[config.mk]
export PLATFORM = sky130hd
export DESIGN_NAME = fpa_queue
export DESIGN_NICKNAME = d
export VERILOG_FILES = /design/src/design/fpa_pkg.sv /design/src/design/fpa_queue.sv
export SDC_FILE = /design/constraint.sdc
export NUM_CORES = 1
export LEC_CHECK = 0
export BUFFER_PORTS_ARGS = -buffer_cell sky130_fd_sc_hd__buf_2
export CORE_ASPECT_RATIO = 1.25
export CORE_MARGIN = 3
export CORE_UTILIZATION = 48
export CTS_BUF_LIST = sky130_fd_sc_hd__clkbuf_4
export CTS_CLUSTER_SIZE = 25
export DETAILED_ROUTE_END_ITERATION = 8
export PLACE_DENSITY_LB_ADDON = 0.05
export SYNTH_ARGS = -nofsm -noshare
export SYNTH_HDL_FRONTEND = slang
export SYNTH_SLANG_ARGS = --single-unit
export TNS_END_PERCENT = 5
[constraint.sdc]
create_clock -name clk -period 3.29 [get_ports clk]
set_clock_uncertainty 0.1 [all_clocks]
set_input_delay 0.658 -clock clk [delete_from_list [all_inputs] [get_ports clk]]
set_output_delay 0.658 -clock clk [all_outputs]
set_load 0.02 [all_outputs]
[src/design/fpa_pkg.sv]
// shared types and constants for the fixed-point alu
`default_nettype none
package fpa_pkg;

  typedef enum logic [3:0] {
    OP_I2F     = 4'd0,
    OP_F2I     = 4'd1,
    OP_F2I_RND = 4'd2,
    OP_ADD     = 4'd3,
    OP_SUB     = 4'd4,
    OP_MUL     = 4'd5,
    OP_DIV     = 4'd6,
    OP_ADDINT  = 4'd7,
    OP_SUBINT  = 4'd8,
    OP_MULINT  = 4'd9,
    OP_DIVINT  = 4'd10,
    OP_NONE    = 4'd15
  } op_t;

  typedef struct packed {
    op_t         op;
    logic [31:0] a;
    logic [31:0] b;
  } item_t;

  localparam int QUEUE_DEPTH = 4;
  localparam int QPTR_W      = 2;

endpackage
`default_nettype wire

[src/design/fpa_queue.sv]
// short fifo between front and back
`default_nettype none
module fpa_queue (
  input  wire logic           clk,
  input  wire logic           rst,
  input  wire logic           in_valid,
  output logic                in_ready,
  input  wire fpa_pkg::item_t in_item,
  output logic                out_valid,
  input  wire logic           out_ready,
  output fpa_pkg::item_t      out_item
);
  import fpa_pkg::*;

  item_t             mem [QUEUE_DEPTH];
  logic [QPTR_W-1:0] wptr;
  logic [QPTR_W-1:0] rptr;
  logic [QPTR_W:0]   count;
  logic              push;
  logic              pop;

  assign in_ready  = count != (QPTR_W+1)'(QUEUE_DEPTH);
  assign out_valid = count != '0;
  assign out_item  = mem[rptr];
  assign push      = in_valid && in_ready;
  assign pop       = out_valid && out_ready;

  always_ff @(posedge clk) begin
    if (rst) begin
      wptr  <= '0;
      rptr  <= '0;
      count <= '0;
    end else begin
      if (push) begin
        wptr <= wptr + 1'b1;
      end
      if (pop) begin
        rptr <= rptr + 1'b1;
      end
      if (push && !pop) begin
        count <= count + 1'b1;
      end else if (pop && !push) begin
        count <= count - 1'b1;
      end
    end
  end

  always_ff @(posedge clk) begin
    if (push) begin
      mem[wptr] <= in_item;
    end
  end

endmodule
`default_nettype wire

==> qor.yml <==
grt_pass1_vias: 5490
worstSetupEndpointType: "output port"
clk_latency_ns: 0.63
crit_slowest_cell: "dfxtp_4"
rows: 59
remaining_drc_errors: 0
dp.final_hpwl_um: 11500
pwr-share-clk: 0.285
required_ns: 2.53
grtUsageMet3: 0.0552
fin_nets: 691
switchingPower_mw: 2.81
rsz0062_at_grt: "no"
drt-pass1-iter-count: 4
cts-buffers-inserted: 69
synthCells: 404
synth_top_area_frac: 0.793
cp_slowest_stage_delay_ns: 0.64
p_leak_nw: 4.24
synth_cell_types: 24
finalPower_mw: 9.77
min-delay-start: "in_item[60]"
finalWorstSetupSlack_ns: 0.199
power.internal_mw: 6.96
routedWlPerCell_um: 20.3
r2r-end: "count[2]"
period_share: 0.940
cp_num_buf_inv: 2
reg2reg_depth: 8
maxSlewViolCount: 0
fmax_mhz: 323
overflow: 0
crit_path_start_kind: "flip-flop"
viasPerCell: 5.18
synth.area.top_cells: "edfxtp_1 (79%), mux4_2 (15%), dfxtp_1 (1.7%)"
worst_pin_slew_ns: 0.571
yosysSeqAreaShare: 0.810
cp_max_fo: 25
cts_resized: 0
fin_tns_setup_ns: 0
avgSynthCellArea_um2: 25.5
pre_cts_slack_ns: 0.663
final_antenna_net_count: 0
cts_sinks: 281
port_buffers: 141
combPwrFrac: 0.250
grt-busiest-layer: "met2"
routabilityCongestion: 0.686
r2r-start: "count[0]"
postCtsSetupRepairBufs: 0
hold_path_class: "in2reg"
worst-endpoint-arrival_ns: 2.33
core_area_um2: 21000
area_growth_pct: 19.4
postSynthNetCount: 482
grt_use_total: 0.173
hold_violations: 0
h-tree-depth: 3
syn_area_um2: 10300
drtIter0Drc: 214
fp.dieW_um: 137
hold_end: "mem[2][60]"
critical_path.cell_chain: "buf_12 -> mux4_2 -> buf_2"
num_io_pins: 142
cts_max_path_buffers: 3
peakVddDrop_uv: 410
die_y_um: 170
cts_tree: "yes"
outcome: "finished, final reports clean"
grt_first_pass_wirelength_um: 29800
synth_top_area_cell: "edfxtp_1"
yosysWarnings: 0
routed_wl_um: 19100
path_delay_family: "flip-flops"
reg2reg_slack_ns: 0.87
grt_start_max_net_pins: 36
netSwitchingFraction: 0.288
drive_above_1_share: 0.513
setup_viol: 0
stdcell_count: 939
start_util: 0.491
vias: 4861
synth_seq_cells: 281
critPathKind: "reg2out"
cts_root_buffer: "clkbuf_4"
met1_usage: 0.206
placedCellCount: 816
grt_util_met2: 0.290
power.density_nw_per_um2: 794
antenna_found_initial: 3
die_area_um2: 23300
pwr-share-seq: 0.465
period_needed_ns: 3.09
holdPathStages: 1
holdBufCountCts: 0
max_slew_margin: 0.619
clk_pin_slew_ns: 0.07
maxCapViolCount: 0
final cells by class:
class | count | area (um2)
fillers | 1612 | 8670
diodes | 2 | 5.00
inverters | 3 | 11.3
well taps | 274 | 343
multi-input cells | 103 | 1810
repair buffers | 155 | 898
flip-flops and latches | 281 | 8360
clock buffers | 105 | 788
clock inverters | 16 | 86.3
Yosys cell counts:
cell type,number
edfxtp_1,272
mux4_2,68
dfxtp_1,9
nor2_1,8
clkbuf_1,5
ha_1,5
and2_1,4
buf_2,4
buf_4,4
xor2_1,4
buf_12,3
inv_1,3
mux2i_1,2
nand2b_1,2
or3_1,2
a21boi_2,1
a21oi_1,1
buf_6,1
fa_1,1
mux2_2,1
nand2_1,1
o21ai_0,1
o311ai_0,1
o31ai_1,1
layout by cell type, fill, tap and decap left out, types with 2 or more instances in the layout:
master / netlist / routed
nor2_1: 8 / 8
inv_1: 3 / 3
or3_1: 2 / 2
xor2_1: 4 / 4
mux4_2: 68 / 68
ha_1: 5 / 5
dfxtp_1: 9 / 7
mux2i_1: 2 / 2
inv_2: 0 / 3
nand2b_1: 2 / 2
buf_12: 3 / 7
buf_2: 4 / 141
and2_4: 0 / 4
buf_4: 4 / 7
edfxtp_1: 272 / 272
clkinv_1: 0 / 12
dfxtp_4: 0 / 2
clkbuf_4: 0 / 105
diode_2: 0 / 2
metrics by stage:
| stage | hold WS (ns) | area, um2 | utilization |
|---|---|---|---|
| after floorplan | 0.382 | 10300 | - |
| after global placement | 0.393 | 11400 | 0.545 |
| after detailed placement | 0.417 | 11400 | 0.545 |
| after CTS | 0.0574 | 12300 | 0.586 |
| after global routing | 0.0634 | 12300 | 0.587 |
| final | 0.127 | 12300 | 0.587 |
power by group through the flow:
stage | clock, mW | sequential (mW) | combinational [mW]
global placement | 0 | 4.61 | 2.50
global route | 3.11 | 4.59 | 2.63
finish | 2.78 | 4.54 | 2.44
floorplan | 0 | 4.51 | 1.85
detailed placement | 0 | 4.63 | 2.51
CTS | 2.90 | 4.56 | 2.52
how the worst max path moves through the flow:
stage / start / end / cells after the start
after global routing: flip-flop / out_item[63] / 3
after detailed placement: in_valid / count[2] / 8
after CTS: flip-flop / out_item[63] / 3
after global placement: flip-flop / out_item[63] / 3
final: flip-flop / out_item[67] / 3
after floorplan: in_valid / mem[2][0] / 2
logic make-up after synthesis:
group,count (synthesis),synth area share
xor gates and xnor gates,4,0.00340
AOI/OAI and AO/OA,5,0.00364
and+or+nand+nor,17,0.00814
DFF,281,0.810
buffers and inverters,20,0.0147
muxes,71,0.152
adders and majority gates,6,0.00802
sequential cells by signal, summed over array words and instances (netlist names), named ones only:
| signal | flops |
|---|---|
| mem | 272 |
| count | 3 |
| rptr | 2 |
| wptr | 2 |
layer usage:
metal | vias to the layer above | wire length (um)
met5 | - | 9
met4 | 2 | 290
met3 | 25 | 1270
met2 | 142 | 10100
met1 | 2500 | 7460
li1 | 2192 | -
Note: power is estimated with default switching activity, not from simulation.
