`src/design/fpa_pkg.sv`:
```
// shared types and constants for the fixed-point alu
`default_nettype none
package fpa_pkg;

  typedef enum logic [3:0] {
    OP_I2F     = 4'd0,
    OP_F2I     = 4'd1,
    OP_F2I_RND = 4'd2,
    OP_ADD     = 4'd3,
    OP_SUB     = 4'd4,
    OP_MUL     = 4'd5,
    OP_DIV     = 4'd6,
    OP_ADDINT  = 4'd7,
    OP_SUBINT  = 4'd8,
    OP_MULINT  = 4'd9,
    OP_DIVINT  = 4'd10,
    OP_NONE    = 4'd15
  } op_t;

  typedef struct packed {
    op_t         op;
    logic [31:0] a;
    logic [31:0] b;
  } item_t;

  localparam int QUEUE_DEPTH = 4;
  localparam int QPTR_W      = 2;

endpackage
`default_nettype wire

```
`src/design/fpa_front.sv`:
```
// front stage: takes transactions and decodes the action into an operation class
`default_nettype none
module fpa_front (
  input  wire logic          clk,
  input  wire logic          rst,
  input  wire logic          in_valid,
  output logic               in_ready,
  input  wire logic [3:0]    in_action,
  input  wire logic [31:0]   in_a,
  input  wire logic [31:0]   in_b,
  output logic               out_valid,
  input  wire logic          out_ready,
  output fpa_pkg::item_t     out_item
);
  import fpa_pkg::*;

  logic  vld;
  item_t item;
  op_t   op_dec;

  always_comb begin
    unique case (in_action)
      OP_I2F:     op_dec = OP_I2F;
      OP_F2I:     op_dec = OP_F2I;
      OP_F2I_RND: op_dec = OP_F2I_RND;
      OP_ADD:     op_dec = OP_ADD;
      OP_SUB:     op_dec = OP_SUB;
      OP_MUL:     op_dec = OP_MUL;
      OP_DIV:     op_dec = OP_DIV;
      OP_ADDINT:  op_dec = OP_ADDINT;
      OP_SUBINT:  op_dec = OP_SUBINT;
      OP_MULINT:  op_dec = OP_MULINT;
      OP_DIVINT:  op_dec = OP_DIVINT;
      default:    op_dec = OP_NONE;
    endcase
  end

  assign in_ready  = !vld || out_ready;
  assign out_valid = vld;
  assign out_item  = item;

  always_ff @(posedge clk) begin
    if (rst) begin
      vld <= 1'b0;
    end else if (in_ready) begin
      vld <= in_valid;
    end
  end

  always_ff @(posedge clk) begin
    if (in_ready && in_valid) begin
      item.op <= op_dec;
      item.a  <= in_a;
      item.b  <= in_b;
    end
  end

endmodule
`default_nettype wire

```
`config.mk`:
```
export PLATFORM = sky130hd
export DESIGN_NAME = fpa_front
export DESIGN_NICKNAME = d
export VERILOG_FILES = /design/src/design/fpa_pkg.sv /design/src/design/fpa_front.sv
export SDC_FILE = /design/constraint.sdc
export NUM_CORES = 1
export LEC_CHECK = 0
export ABC_AREA = 1
export BUFFER_PORTS_ARGS = -buffer_cell sky130_fd_sc_hd__buf_2
export CAP_MARGIN = 20
export CORE_ASPECT_RATIO = 0.5
export CORE_MARGIN = 5
export CORE_UTILIZATION = 31
export CTS_CLUSTER_SIZE = 40
export DETAILED_ROUTE_END_ITERATION = 16
export PLACE_DENSITY = 0.63
export SLEW_MARGIN = 20
export SYNTH_ARGS = -nofsm -noshare
export SYNTH_HDL_FRONTEND = slang
export SYNTH_SLANG_ARGS = --single-unit
```
`constraint.sdc`:
```
create_clock -name clk -period 5.6 [get_ports clk]
set_clock_uncertainty 0.15 [all_clocks]
set_input_delay 0 -clock clk [delete_from_list [all_inputs] [get_ports clk]]
set_output_delay 0 -clock clk [all_outputs]
set_load 0.05 [all_outputs]
```
==> impl_metrics.env <==
export IMPL_peakVddDrop_mv=0.150
export IMPL_drv_slew=0
export IMPL_synth_nets=152
export IMPL_area_growth_pct=85.1
export IMPL_io_pins=142
export IMPL_viasPerCell=3.95
export IMPL_finalCriticalPeriod_ps=1710
export IMPL_cp_cell_sequence="a21oi_4 -> buf_4"
export IMPL_drt_wl_total_um=6070
export IMPL_grt_overflow=0
export IMPL_start_util_pct=31.8
export IMPL_holdPathEnd="out_item[5]"
export IMPL_hold_violations=0
export IMPL_place_congestion=0.684
export IMPL_timing_final_crit_share_pct=30.5
export IMPL_synthDistinctLibCells=10
export IMPL_whs_path_depth=2
export IMPL_critPathLaunchType="flop"
export IMPL_leakage_nw=1.68
export IMPL_wl_per_cell_um=15.1
export IMPL_crit_slowest_cell="buf_4"
export IMPL_ff2ff_setup_slack_ps=3890
export IMPL_via_count=1588
export IMPL_ant_nets=0
export IMPL_ys_ff_latch=69
export IMPL_route_detailed_drc=0
export IMPL_critPathRequiredTime_ps=5390
export IMPL_final_nets=376
export IMPL_r2r_start="out_valid"
export IMPL_cts_buffers=9
export IMPL_rows=21
export IMPL_synthFlopType="edfxtp_1"
export IMPL_die_y_um=68.5
export IMPL_fmax_ghz=0.585
export IMPL_dieArea_um2=8700
export IMPL_clockBufferDepth=2
export IMPL_hp_start="in_b[5]"
export IMPL_synth_area_leaders="edfxtp_1 96%, dfxtp_1 0.94%, o21bai_1 0.71%"
export IMPL_syn_inst=80
export IMPL_synth_top_area_cell="edfxtp_1"
export IMPL_syn_cell_area_um2=2120
export IMPL_synth_warnings=0
export IMPL_core_area_um2=6670
export IMPL_synth_commonest_cells="68 x edfxtp_1, 3 x inv_1, 2 x o21bai_1"
export IMPL_met2_length_um=3980
export IMPL_drt_met1_wl_um=1830
export IMPL_die_w_um=127
export IMPL_crit_fanout=68
export IMPL_utilization_pct=58.8
export IMPL_met3_length_um=182
export IMPL_clock_latency_ps=320
export IMPL_synth_top_area_share_pct=96.3
export IMPL_rr_worst_depth=2
export IMPL_root_buffer="clkbuf_16"
export IMPL_cp_arrival_ps=1500
export IMPL_p_switching_mw=0.330
export IMPL_cpPeakStageDelay_ps=650
export IMPL_drv_cap=0
export IMPL_regToRegEndpoint="out_item[36]"
export IMPL_relSlewSlack_pct=44.6
export IMPL_yosysMostFrequentCell="edfxtp_1"
export IMPL_outcome="finished clean"
export IMPL_htreeDepth=3
export IMPL_grt_usage_pct=14.1
export IMPL_grt_antenna_before_repair=0
export IMPL_rsz0062_at_grt="false"
export IMPL_synth_edff_count=68
export IMPL_cp_end_kind="flop"
export IMPL_finalSetupTns_ps=0
export IMPL_drt_iter0_markers=85
export IMPL_postCtsSetupRepairBufs=0
export IMPL_synth_async_sr_flop_share_pct=0
export IMPL_multi_input_comb_area_um2=55.1
export IMPL_topRoutingLayerUsed="met4"
export IMPL_drive_above_1_share_pct=50.5
export IMPL_regArea_um2=2060
export IMPL_seqPwrFrac_pct=47.1
export IMPL_grt_pass1_wl_um=8900
export IMPL_power_density_nw_per_um2=331
export IMPL_path_clk_slew_ps=50
export IMPL_avgSynthCellArea_um2=26.5
export IMPL_hold_class="primary input to flop"
export IMPL_p_comb_share_pct=16.5
export IMPL_worst_slew_pin_slew_ps=831
export IMPL_seq_area_frac_synth_pct=97.2
export IMPL_tritoncts="yes"
export IMPL_switching_share_pct=25.3
export IMPL_fillers=520
export IMPL_setup_viol=0
export IMPL_dr_pass1_iters=7
export IMPL_grt_pass1_vias=1719
export IMPL_grt_max_degree=69
export IMPL_p_clk_share_pct=36.4
export IMPL_cts_sinks=69
export IMPL_internal_power_mw=0.972
export IMPL_port_buffers=141
export IMPL_crit_type="flop to flop"
[per-stage QoR]
stage | cells | total power, mW | cell area [um^2] | worst slack (ps) | hold WS [ps]
after floorplan | 80 | 0.743 | 2120 | 1040 | -87.6
after global placement | 314 | 0.795 | 2960 | 3940 | 13.1
after detailed placement | 314 | 0.799 | 2960 | 3880 | 21.1
after CTS | 401 | 1.31 | 3920 | 3870 | 231
after global routing | 401 | 1.35 | 3920 | 3810 | 231
final | 402 | 1.30 | 3930 | 3890 | 240
[power groups by stage]
stage / combinational, mW / clock, mW / sequential (mW)
detailed placement: 0.176 / 0 / 0.623
CTS: 0.215 / 0.482 / 0.613
global route: 0.224 / 0.506 / 0.615
finish: 0.215 / 0.473 / 0.613
global placement: 0.174 / 0 / 0.621
floorplan: 0.0127 / 0 / 0.730
[sequential cells by signal, indices dropped and copies added, names as in the netlist]
| name | flops |
|---|---|
| out_valid | 1 |
| out_item | 68 |
[cells in the final DEF (no fill, tap or decap), drive strengths merged]
master / instances
edfxtp: 68
dlygate4sd3: 71
buf: 142
nand2: 2
clkinv: 3
o21bai: 2
inv: 4
dfxtp: 1
a21oi: 2
clkbuf: 13
diode: 1
nand3: 1
[area by class of cell]
| cell class | count | share of cell area (%) |
|---|---|---|
| Tap cell | 92 | 2.93 |
| Multi-Input combinational cell | 7 | 1.40 |
| Antenna cell | 1 | 0.0637 |
| Clock buffer | 13 | 6.12 |
| Sequential cell | 69 | 52.5 |
| Inverter | 4 | 0.382 |
| Timing Repair Buffer | 213 | 36.3 |
| Clock inverter | 3 | 0.319 |
[worst max path at each step]
stage | start | to | slack (ps)
after detailed placement | out_valid | out_item[51] | 3880
final | out_valid | out_item[36] | 3890
after global placement | out_valid | out_item[42] | 3940
after floorplan | out_valid | out_item[0] | 1040
after global routing | out_valid | out_item[19] | 3810
after CTS | out_valid | out_item[19] | 3870
[per-layer routing]
metal,up-vias,GRT usage (%)
met3,8,4.13
met4,0,7.35
li1,766,-
met2,34,30.4
met1,780,12.0
met5,-,0
[kinds of logic (layout without fill, tap and decap cells)]
group	after synthesis	in the layout	share of synthesized area (%)
simple gates	3	3	0.708
other cells	0	1	0
buf+inv	4	233	0.708
compound gates	4	4	1.36
flops	69	69	97.2
[timing repair]
action,CTS,global route
hold buffers,71,0
gates resized for setup,0,0
endpoints found under the hold margin,69,0
[critical path: cells and delay by family (launching register included)]
kind | cells | cell delay (ps)
buf+inv | 1 | 650
compound gates | 1 | 140
flops | 1 | 340
No activity file was read; power rests on OpenSTA's default activity.
